### config.mk
export PLATFORM = sky130hd
export DESIGN_NAME = signed_integer_to_radix_digits_flat
export DESIGN_NICKNAME = d
export VERILOG_FILES = /design/src/rtl/core/sirad_pkg.sv /design/src/rtl/core/sirad_channels.sv /design/src/rtl/core/signed_integer_to_radix_digits.sv /design/src/rtl/core/sirad_front.sv /design/src/rtl/core/sirad_queue.sv /design/src/rtl/core/sirad_back.sv /design/src/flat_wrapper.sv
export SDC_FILE = /design/constraint.sdc
export NUM_CORES = 1
export LEC_CHECK = 0
export BUFFER_PORTS_ARGS = -buffer_cell sky130_fd_sc_hd__clkbuf_2
export CAP_MARGIN = 10
export CORE_MARGIN = 4
export CORE_UTILIZATION = 60
export CTS_CLUSTER_SIZE = 10
export DETAILED_ROUTE_END_ITERATION = 16
export PLACE_DENSITY = 0.76
export SYNTH_ARGS = -nofsm -noshare
export SYNTH_HDL_FRONTEND = slang
export SYNTH_SLANG_ARGS = --single-unit
export TNS_END_PERCENT = 20
### constraint.sdc
create_clock -name clock -period 17.73 [get_ports clock]
set_input_delay 0.8865 -clock clock [delete_from_list [all_inputs] [get_ports clock]]
set_output_delay 0.8865 -clock clock [all_outputs]
set_load 0.005 [all_outputs]
### src/rtl/core/sirad_pkg.sv
// shared types and constants of the radix digit converter
`default_nettype none

package sirad_pkg;

   localparam int ALPHA_SLOTS    = 16;
   localparam int CHAR_BITS      = 8;
   localparam int RADIX_BITS     = 5;
   localparam int DIGIT_BITS     = 4;
   localparam int CSR_INDEX_BITS = 2;
   localparam int CSR_DATA_BITS  = 64;
   localparam int DIV_STEP_BITS  = 8;

   localparam logic [CSR_INDEX_BITS-1:0] CSR_ALPHA_LOW  = 2'd0;
   localparam logic [CSR_INDEX_BITS-1:0] CSR_ALPHA_HIGH = 2'd1;
   localparam logic [CSR_INDEX_BITS-1:0] CSR_ALPHA_LEN  = 2'd2;

   localparam logic [CHAR_BITS-1:0] CHAR_PLUS  = 8'h2B;
   localparam logic [CHAR_BITS-1:0] CHAR_MINUS = 8'h2D;
   localparam logic [CHAR_BITS-1:0] CHAR_SPACE = 8'h20;

   typedef struct packed {
      logic [ALPHA_SLOTS-1:0][CHAR_BITS-1:0] chars;
      logic [RADIX_BITS-1:0]                 length;
   } cfg_type;

endpackage

`default_nettype wire

### src/rtl/core/sirad_channels.sv
// request and response channel interfaces of the radix digit converter
`default_nettype none

interface sirad_req_if #(
   parameter int VALUE_BITS = 32
) ();
   logic                         valid;
   logic                         ready;
   logic signed [VALUE_BITS-1:0] value;

   modport source (output valid, output value, input ready);
   modport sink (input valid, input value, output ready);
endinterface

interface sirad_rsp_if ();
   logic       valid;
   logic       ready;
   logic [7:0] out_char;
   logic       is_last;

   modport source (output valid, output out_char, output is_last, input ready);
   modport sink (input valid, input out_char, input is_last, output ready);
endinterface

`default_nettype wire

### src/rtl/core/signed_integer_to_radix_digits.sv
// top level of the signed integer to radix digit text converter
//
//  channel   dir  handshake          payload
//  req_ch    in   valid/ready        value (VALUE_BITS, signed)
//  rsp_ch    out  valid/ready        out_char (8), is_last (1)
//  csr_*     in   csr_wr_en strobe   csr_index (2), csr_wdata (64)
//
// the divider forms each digit from the whole value, 8 quotient bits a cycle
// each character then passes through the digit memory read and emit states, the sign first
// reset is synchronous; the digit memory needs no clearing pass
// a stalled response holds the back stage while the front and queue keep taking items until full
`default_nettype none

module signed_integer_to_radix_digits #(
   parameter int MAX_RADIX  = 16,
   parameter int VALUE_BITS = 32
) (
   input  wire logic                                clock,
   input  wire logic                                reset,
   sirad_req_if.sink                                req_ch,
   sirad_rsp_if.source                              rsp_ch,
   input  wire logic                                csr_wr_en,
   input  wire logic [sirad_pkg::CSR_INDEX_BITS-1:0] csr_index,
   input  wire logic [sirad_pkg::CSR_DATA_BITS-1:0]  csr_wdata
);
   import sirad_pkg::*;

   logic [CSR_DATA_BITS-1:0] alpha_low_ff, alpha_high_ff;
   logic [RADIX_BITS-1:0]    alpha_len_ff;
   cfg_type                  cfg;

   logic                  push_valid, push_ready, push_neg;
   logic [VALUE_BITS-1:0] push_mag;
   logic                  pop_valid, pop_ready;
   logic [VALUE_BITS:0]   pop_data;

   always_ff @(posedge clock) begin
      if (reset) begin
         alpha_low_ff  <= '0;
         alpha_high_ff <= '0;
         alpha_len_ff  <= '0;
      end else if (csr_wr_en) begin
         unique case (csr_index)
            CSR_ALPHA_LOW:  alpha_low_ff  <= csr_wdata;
            CSR_ALPHA_HIGH: alpha_high_ff <= csr_wdata;
            CSR_ALPHA_LEN:  alpha_len_ff  <= csr_wdata[RADIX_BITS-1:0];
            default: begin
            end
         endcase
      end
   end

   assign cfg.chars  = {alpha_high_ff, alpha_low_ff};
   assign cfg.length = alpha_len_ff;

   sirad_front #(
      .MAX_RADIX  (MAX_RADIX),
      .VALUE_BITS (VALUE_BITS)
   ) u_front (
      .clock      (clock),
      .reset      (reset),
      .req_ch     (req_ch),
      .cfg        (cfg),
      .push_valid (push_valid),
      .push_ready (push_ready),
      .push_neg   (push_neg),
      .push_mag   (push_mag)
   );

   sirad_queue #(
      .WIDTH (VALUE_BITS + 1)
   ) u_queue (
      .clock      (clock),
      .reset      (reset),
      .push_valid (push_valid),
      .push_ready (push_ready),
      .push_data  ({push_neg, push_mag}),
      .pop_valid  (pop_valid),
      .pop_ready  (pop_ready),
      .pop_data   (pop_data)
   );

   sirad_back #(
      .VALUE_BITS (VALUE_BITS)
   ) u_back (
      .clock     (clock),
      .reset     (reset),
      .cfg       (cfg),
      .pop_valid (pop_valid),
      .pop_ready (pop_ready),
      .pop_data  (pop_data),
      .rsp_ch    (rsp_ch)
   );

endmodule

`default_nettype wire

### src/rtl/core/sirad_front.sv
// front stage: takes items, checks the alphabet, drops items if it is invalid, forms sign and magnitude
`default_nettype none

module sirad_front #(
   parameter int MAX_RADIX  = 16,
   parameter int VALUE_BITS = 32
) (
   input  wire logic              clock,
   input  wire logic              reset,
   sirad_req_if.sink              req_ch,
   input  wire sirad_pkg::cfg_type cfg,
   output logic                   push_valid,
   input  wire logic              push_ready,
   output logic                   push_neg,
   output logic [VALUE_BITS-1:0]  push_mag
);
   import sirad_pkg::*;

   logic                  front_valid_ff, front_valid_in;
   logic [VALUE_BITS-1:0] front_value_ff;
   logic                  ok_ff, ok_in;
   logic                  consume;

   always_comb begin
      ok_in = (cfg.length >= RADIX_BITS'(2)) && (cfg.length <= RADIX_BITS'(MAX_RADIX));
      for (int a = 0; a < MAX_RADIX; a++) begin
         if (RADIX_BITS'(a) < cfg.length) begin
            if (cfg.chars[a] == CHAR_PLUS || cfg.chars[a] == CHAR_MINUS ||
                cfg.chars[a] == CHAR_SPACE) begin
               ok_in = 1'b0;
            end
            for (int b = a + 1; b < MAX_RADIX; b++) begin
               if (RADIX_BITS'(b) < cfg.length && cfg.chars[a] == cfg.chars[b]) begin
                  ok_in = 1'b0;
               end
            end
         end
      end
   end

   assign consume      = front_valid_ff && (!ok_ff || push_ready);
   assign req_ch.ready = !front_valid_ff || consume;
   assign push_valid   = front_valid_ff && ok_ff;
   assign push_neg     = front_value_ff[VALUE_BITS-1];
   assign push_mag     = push_neg ? (~front_value_ff + 1'b1) : front_value_ff;

   always_comb begin
      front_valid_in = front_valid_ff;
      if (req_ch.valid && req_ch.ready) begin
         front_valid_in = 1'b1;
      end else if (consume) begin
         front_valid_in = 1'b0;
      end
   end

   always_ff @(posedge clock) begin
      if (reset) begin
         front_valid_ff <= 1'b0;
         ok_ff          <= 1'b0;
      end else begin
         front_valid_ff <= front_valid_in;
         ok_ff          <= ok_in;
      end
      if (req_ch.valid && req_ch.ready) begin
         front_value_ff <= req_ch.value;
      end
   end

endmodule

`default_nettype wire

### src/rtl/core/sirad_queue.sv
// two-entry queue between front and back stages
`default_nettype none

module sirad_queue #(
   parameter int WIDTH = 33
) (
   input  wire logic             clock,
   input  wire logic             reset,
   input  wire logic             push_valid,
   output logic                  push_ready,
   input  wire logic [WIDTH-1:0] push_data,
   output logic                  pop_valid,
   input  wire logic             pop_ready,
   output logic [WIDTH-1:0]      pop_data
);

   logic [1:0][WIDTH-1:0] entry_ff;
   logic                  wr_ptr_ff, wr_ptr_in;
   logic                  rd_ptr_ff, rd_ptr_in;
   logic [1:0]            fill_ff, fill_in;
   logic                  do_push, do_pop;

   assign push_ready = (fill_ff != 2'd2);
   assign pop_valid  = (fill_ff != 2'd0);
   assign pop_data   = entry_ff[rd_ptr_ff];
   assign do_push    = push_valid && push_ready;
   assign do_pop     = pop_valid && pop_ready;

   always_comb begin
      wr_ptr_in = do_push ? !wr_ptr_ff : wr_ptr_ff;
      rd_ptr_in = do_pop ? !rd_ptr_ff : rd_ptr_ff;
      fill_in   = fill_ff + {1'b0, do_push} - {1'b0, do_pop};
   end

   always_ff @(posedge clock) begin
      if (reset) begin
         wr_ptr_ff <= 1'b0;
         rd_ptr_ff <= 1'b0;
         fill_ff   <= 2'd0;
      end else begin
         wr_ptr_ff <= wr_ptr_in;
         rd_ptr_ff <= rd_ptr_in;
         fill_ff   <= fill_in;
      end
      if (do_push) begin
         entry_ff[wr_ptr_ff] <= push_data;
      end
   end

endmodule

`default_nettype wire

### src/rtl/core/sirad_back.sv
// back stage: digit divider, digit memory and character output
`default_nettype none

module sirad_back #(
   parameter int VALUE_BITS = 32
) (
   input  wire logic                  clock,
   input  wire logic                  reset,
   input  wire sirad_pkg::cfg_type    cfg,
   input  wire logic                  pop_valid,
   output logic                       pop_ready,
   input  wire logic [VALUE_BITS:0]   pop_data,
   sirad_rsp_if.source                rsp_ch
);
   import sirad_pkg::*;

   localparam int STEPS = (VALUE_BITS + DIV_STEP_BITS - 1) / DIV_STEP_BITS;
   localparam int WB    = STEPS * DIV_STEP_BITS;
   localparam int SW    = (STEPS > 1) ? $clog2(STEPS) : 1;
   localparam int AW    = $clog2(VALUE_BITS);
   localparam int CW    = $clog2(VALUE_BITS + 1);

   localparam logic [2:0] B_IDLE = 3'd0;
   localparam logic [2:0] B_DIV  = 3'd1;
   localparam logic [2:0] B_SIGN = 3'd2;
   localparam logic [2:0] B_READ = 3'd3;
   localparam logic [2:0] B_EMIT = 3'd4;

   logic [2:0]            state_ff, state_in;
   logic [WB-1:0]         work_ff, work_in;
   logic [DIGIT_BITS-1:0] rem_ff, rem_in;
   logic [SW-1:0]         step_ff, step_in;
   logic [CW-1:0]         cnt_ff, cnt_in;
   logic                  neg_ff, neg_in;
   logic                  rsp_valid_ff, rsp_valid_in;
   logic [CHAR_BITS-1:0]  rsp_char_ff, rsp_char_in;
   logic                  rsp_last_ff, rsp_last_in;

   logic [DIGIT_BITS-1:0] digit_mem [VALUE_BITS];
   logic [DIGIT_BITS-1:0] rd_digit_ff;
   logic [CW-1:0]         cnt_m1;
   logic [AW-1:0]         rd_idx;
   logic [AW-1:0]         wr_idx;
   logic                  mem_we;

   logic [DIV_STEP_BITS-1:0] top_byte;
   logic [DIV_STEP_BITS-1:0] q_byte;
   logic [DIGIT_BITS-1:0]    div_rem;
   logic [RADIX_BITS-1:0]    trial;
   logic [WB-1:0]            quot;
   logic                     out_free;

   assign top_byte = work_ff[WB-1 -: DIV_STEP_BITS];

   always_comb begin
      div_rem = rem_ff;
      q_byte  = '0;
      trial   = '0;
      for (int k = DIV_STEP_BITS - 1; k >= 0; k--) begin
         trial = {div_rem, top_byte[k]};
         if (trial >= cfg.length) begin
            q_byte[k] = 1'b1;
            div_rem   = DIGIT_BITS'(trial - cfg.length);
         end else begin
            div_rem = trial[DIGIT_BITS-1:0];
         end
      end
   end

   assign quot     = (work_ff << DIV_STEP_BITS) | WB'(q_byte);
   assign cnt_m1   = cnt_ff - 1'b1;
   assign rd_idx   = cnt_m1[AW-1:0];
   assign wr_idx   = cnt_ff[AW-1:0];
   assign out_free = !rsp_valid_ff || rsp_ch.ready;

   assign pop_ready       = (state_ff == B_IDLE);
   assign rsp_ch.valid    = rsp_valid_ff;
   assign rsp_ch.out_char = rsp_char_ff;
   assign rsp_ch.is_last  = rsp_last_ff;

   always_comb begin
      state_in     = state_ff;
      work_in      = work_ff;
      rem_in       = rem_ff;
      step_in      = step_ff;
      cnt_in       = cnt_ff;
      neg_in       = neg_ff;
      mem_we       = 1'b0;
      rsp_valid_in = rsp_ch.ready ? 1'b0 : rsp_valid_ff;
      rsp_char_in  = rsp_char_ff;
      rsp_last_in  = rsp_last_ff;
      unique case (state_ff)
         B_IDLE: begin
            if (pop_valid) begin
               neg_in   = pop_data[VALUE_BITS];
               work_in  = WB'(pop_data[VALUE_BITS-1:0]);
               rem_in   = '0;
               step_in  = '0;
               cnt_in   = '0;
               state_in = B_DIV;
            end
         end
         B_DIV: begin
            work_in = quot;
            rem_in  = div_rem;
            step_in = step_ff + 1'b1;
            if (step_ff == SW'(STEPS - 1)) begin
               mem_we  = 1'b1;
               cnt_in  = cnt_ff + 1'b1;
               rem_in  = '0;
               step_in = '0;
               if (quot == '0 || cnt_in == CW'(VALUE_BITS)) begin
                  state_in = neg_ff ? B_SIGN : B_READ;
               end
            end
         end
         B_SIGN: begin
            if (out_free) begin
               rsp_valid_in = 1'b1;
               rsp_char_in  = CHAR_MINUS;
               rsp_last_in  = 1'b0;
               state_in     = B_READ;
            end
         end
         B_READ: begin
            state_in = B_EMIT;
         end
         B_EMIT: begin
            if (out_free) begin
               rsp_valid_in = 1'b1;
               rsp_char_in  = cfg.chars[rd_digit_ff];
               rsp_last_in  = (cnt_ff == CW'(1));
               cnt_in       = cnt_m1;
               state_in     = (cnt_ff == CW'(1)) ? B_IDLE : B_READ;
            end
         end
         default: begin
            state_in = B_IDLE;
         end
      endcase
   end

   always_ff @(posedge clock) begin
      if (mem_we) begin
         digit_mem[wr_idx] <= div_rem;
      end
      rd_digit_ff <= digit_mem[rd_idx];
   end

   always_ff @(posedge clock) begin
      if (reset) begin
         state_ff     <= B_IDLE;
         step_ff      <= '0;
         cnt_ff       <= '0;
         rsp_valid_ff <= 1'b0;
      end else begin
         state_ff     <= state_in;
         step_ff      <= step_in;
         cnt_ff       <= cnt_in;
         rsp_valid_ff <= rsp_valid_in;
      end
      work_ff     <= work_in;
      rem_ff      <= rem_in;
      neg_ff      <= neg_in;
      rsp_char_ff <= rsp_char_in;
      rsp_last_ff <= rsp_last_in;
   end

endmodule

`default_nettype wire

### src/flat_wrapper.sv
// flat-port wrapper written by rule: the top's interface ports become plain ports
module signed_integer_to_radix_digits_flat import sirad_pkg::*;
#(
   parameter int MAX_RADIX  = 16,
   parameter int VALUE_BITS = 32
)
  (clock, reset, csr_wr_en, csr_index, csr_wdata, req_ch_valid, req_ch_value, req_ch_ready, rsp_ch_valid, rsp_ch_out_char, rsp_ch_is_last, rsp_ch_ready);
  sirad_req_if #(.VALUE_BITS(VALUE_BITS)) req_ch_i ();
  sirad_rsp_if rsp_ch_i ();
  input  wire logic clock;
  input  wire logic reset;
  input  wire logic csr_wr_en;
  input  wire logic [sirad_pkg::CSR_INDEX_BITS-1:0] csr_index;
  input  wire logic [sirad_pkg::CSR_DATA_BITS-1:0] csr_wdata;
  input wire logic [$bits(req_ch_i.valid)-1:0] req_ch_valid;
  input wire logic [$bits(req_ch_i.value)-1:0] req_ch_value;
  output wire logic [$bits(req_ch_i.ready)-1:0] req_ch_ready;
  output wire logic [$bits(rsp_ch_i.valid)-1:0] rsp_ch_valid;
  output wire logic [$bits(rsp_ch_i.out_char)-1:0] rsp_ch_out_char;
  output wire logic [$bits(rsp_ch_i.is_last)-1:0] rsp_ch_is_last;
  input wire logic [$bits(rsp_ch_i.ready)-1:0] rsp_ch_ready;
  assign req_ch_i.valid = req_ch_valid;
  assign req_ch_i.value = req_ch_value;
  assign req_ch_ready = req_ch_i.ready;
  assign rsp_ch_valid = rsp_ch_i.valid;
  assign rsp_ch_out_char = rsp_ch_i.out_char;
  assign rsp_ch_is_last = rsp_ch_i.is_last;
  assign rsp_ch_i.ready = rsp_ch_ready;
  signed_integer_to_radix_digits #(.MAX_RADIX(MAX_RADIX), .VALUE_BITS(VALUE_BITS)) u_core (.clock(clock), .reset(reset), .req_ch(req_ch_i), .rsp_ch(rsp_ch_i), .csr_wr_en(csr_wr_en), .csr_index(csr_index), .csr_wdata(csr_wdata));
endmodule
==> impl_metrics.csv <==
group,metric,value,unit
die,rows,84,
clocking,numCtsBuffers,51,
placed_design,dp_cells,3906,
critical_path,ff2ff_path_depth,57,
logic_synthesis,yosysMostFrequentCell,"xnor2_1",
logic_synthesis,avgSynthCellArea,9.576,sq um
final_layout,drive_above_1_share,13.54,%
placed_design,place_congestion,1.043,
critical_path,slowest_delay,0.60,ns
timing,fin_crit,14.12,ns
global_routing,grtUsageMet1,44.72,%
detailed_routing,wirelength,106500,um
die,die_x,238.2,um
logic_synthesis,yosys-top-cells-count,"712 x xnor2_1, 332 x nand2_1, 318 x xor2_1, 272 x edfxtp_1, 218 x clkbuf_1",
clocking,insertion_delay,0.61,ns
flow_run,cap_violations,0,
timing,worst_slack,3.611,ns
placed_design,post-place-ws,3.339,ns
timing,finalCritPeriodShare,79.63,%
worst_hold_path,hp-start,"req_ch_value[3]",
critical_path,r2r-start,"u_core.alpha_len_ff[1]",
logic_synthesis,synthFlopType,"edfxtp_1",
timing,clock_skew,0.009007,ns
die,ios,114,
timing,slew_headroom,9.443,%
clocking,cts_root_buf,"clkbuf_16",
worst_hold_path,whs_path_depth,1,
logic_synthesis,syn_nets,3479,
critical_path,rrSetupSlack,3.61,ns
global_routing,grt.busiest_layer,"met2",
die,dieArea,56720,sq um
logic_synthesis,postSynth.asyncResetShare,0,%
die,start_util,60.48,%
global_routing,grt_use_total,36.50,%
die,die_y,238.2,um
critical_path,cp.required,18.03,ns
global_routing,grt_pass1_vias,26770,
detailed_routing,drc_errors,0,
placed_design,hpwl,66480,um
timing,fmax,70.83,MHz
global_routing,use_met3,11.03,%
detailed_routing,vias,26960,
critical_path,crit_top_cell,"a21o_1",
clocking,h-tree-depth,2,
clocking,post-cts-setup-buffers,0,
timing,rsz0062_at_grt,"false",
logic_synthesis,netlist_instances,3319,
outcome,status,"complete, no violations",
critical_path,path_class,"flip-flop to flip-flop",
clocking,cts.reportedPaths.clkPinSlew,0.06,ns
detailed_routing,wl_per_cell,26.64,um
global_routing,antenna_found_initial,1,
detailed_routing,viasPerCell,6.745,
global_routing,grt_pass1_wl,160100,um
detailed_routing,dr.pass1.iters,6,
logic_synthesis,synth_area_leaders,"edfxtp_1 26%, xnor2_1 20%, dfxtp_1 9.8%",
worst_hold_path,whs_endpoint,"u_core.u_front.front_value_ff[3]",
final_layout,n_antenna_cell,0,
logic_synthesis,synth-seq-area-share,35.46,%
global_routing,grt_max_degree,90,
logic_synthesis,synthDistinctLibCells,68,
final_layout,finalNetCount,3432,
critical_path,critPathSlowestCell,"a21oi_4",
logic_synthesis,synth_edf_count,272,
logic_synthesis,ys_ff_latch,427,
critical_path,critPathMaxFanout,32,
logic_synthesis,yosysTopAreaCell,"edfxtp_1",
logic_synthesis,yosys.area.top_type_share,25.70,%
clocking,cts_resized,0,
clocking,cts.sinks,427,
final_layout,stdcell_count,3996,
critical_path,reg2reg_to,"u_core.u_back.digit_mem[4][2]",
die,core-area,52550,sq um
clocking,cts-hold-fix-buffers,0,
placed_design,io_buffers,113,
detailed_routing,dr.first_iter.drc_count,3416,
global_routing,gr-total-overflow,0,
final_layout,syn_to_final_growth,8.586,%
critical_path,start_kind,"flip-flop",
final_layout,num-fill-cells,4049,
clocking,tritoncts,"yes",
logic_synthesis,synth_area,31780,sq um
timing,setup_viol,0,
timing,tightest_slew,1.356,ns
timing,slew_violations,0,
detailed_routing,postRouteAntennaNets,0,
timing,setup_tns,0,ns
global_routing,use_met2,56.39,%
logic_synthesis,ys.warnings.count,0,
worst_hold_path,hold_path_class,"input pin to flip-flop",
critical_path,worstPathArrival,14.42,ns
clocking,clockBufferDepth,3,
critical_path,endpoint_kind,"flip-flop",
timing,finalHoldViolations,0,
[per-layer routing]
metal,part of all wire (%),vias to the layer above
li1,-,11420
met1,35,12880
met2,44,2034
met3,13,618
met4,7.6,2
met5,0.0094,-
[registers in the layout (all words and copies together), names as in the netlist, 3 cells and up]
signal,cells
u_core.u_back.state_ff,3
u_core.u_front.front_value_ff,32
u_core.u_back.rd_digit_ff,4
u_core.u_queue.entry_ff,66
u_core.u_back.rem_ff,4
u_core.u_back.work_ff,32
u_core.alpha_len_ff,5
u_core.alpha_low_ff,64
u_core.u_back.rsp_ch.out_char,8
u_core.u_back.digit_mem,128
u_core.alpha_high_ff,64
u_core.u_back.cnt_ff,6
[worst max path at each step]
stage	start	to	slack, ns	cells past startpoint
after floorplan	u_core.alpha_len_ff[1]	u_core.u_back.rem_ff[1]	4.60	62
after global routing	u_core.alpha_len_ff[1]	u_core.u_back.digit_mem[11][2]	2.49	57
after global placement	u_core.alpha_len_ff[1]	u_core.u_back.digit_mem[12][2]	3.93	57
after CTS	u_core.alpha_len_ff[1]	u_core.u_back.digit_mem[8][2]	3.29	57
final	u_core.alpha_len_ff[1]	u_core.u_back.digit_mem[4][2]	3.61	57
after detailed placement	u_core.alpha_len_ff[1]	u_core.u_back.digit_mem[15][2]	3.34	57
[cells in the final DEF, fill, tap and decap left out, types with 49 or more instances in the layout]
| cell | synthesis | routed |
|---|---|---|
| edfxtp_1 | 272 | 272 |
| nand4_1 | 155 | 155 |
| nor3_1 | 64 | 64 |
| dfxtp_1 | 155 | 152 |
| clkbuf_16 | 0 | 53 |
| nor4_1 | 134 | 134 |
| xor2_1 | 318 | 318 |
| mux4_2 | 80 | 80 |
| ha_1 | 49 | 49 |
| a21oi_1 | 160 | 158 |
| clkbuf_2 | 0 | 112 |
| buf_4 | 0 | 146 |
| nand2_1 | 332 | 332 |
| xnor2_1 | 712 | 712 |
| a31oi_1 | 58 | 58 |
| o21ai_0 | 56 | 56 |
| nor2_1 | 72 | 70 |
[logic make-up (layout without fill, tap and decap cells)]
| logic type | Yosys count | in the layout | synth area share (%) |
|---|---|---|---|
| and+or+nand+nor | 890 | 890 | 14.21 |
| muxes | 136 | 136 | 7.480 |
| adders and majority gates | 57 | 57 | 2.433 |
| DFF | 427 | 427 | 35.46 |
| buffers and inverters | 405 | 394 | 4.929 |
| xor gates and xnor gates | 1030 | 1030 | 28.38 |
| AOI/OAI and AO/OA | 374 | 374 | 7.102 |
[worst max-delay path, delay by kind of cell, from the launching register on]
kind,cells,cell delay (ns)
AO/OA/AOI/OAI,31,6.74
adder cells (fa/ha/maj),8,2.51
buffers and inverters,7,1.23
flip-flops,1,0.31
multiplexers,5,1.90
AND/OR/NAND/NOR,6,1.12
[area by class of cell]
| cell class | count | area [sq um] | area share (%) |
|---|---|---|---|
| inverters | 46 | 172.7 | 0.5003 |
| well taps | 688 | 860.8 | 2.494 |
| repair buffers | 259 | 1662 | 4.815 |
| multi-input cells | 2487 | 18980 | 55.01 |
| flip-flops and latches | 427 | 11270 | 32.67 |
| clock buffers | 81 | 1451 | 4.206 |
| clock inverters | 8 | 106.4 | 0.3082 |
[stage by stage]
step / cell area [sq um] / hold WS (ns) / util, %
2_1_floorplan: 31780 / 0.4516 / -
3_3_place_gp: 32940 / 0.4465 / 62.68
3_5_place_dp: 32940 / 0.4485 / 62.68
4_1_cts: 34500 / 0.4258 / 65.65
5_1_grt: 34510 / 0.4269 / 65.67
6_report: 34510 / 0.4475 / 65.67
Power is not shown: default switching activity piles up to over one toggle a cycle in this logic, so the estimate is an artifact.
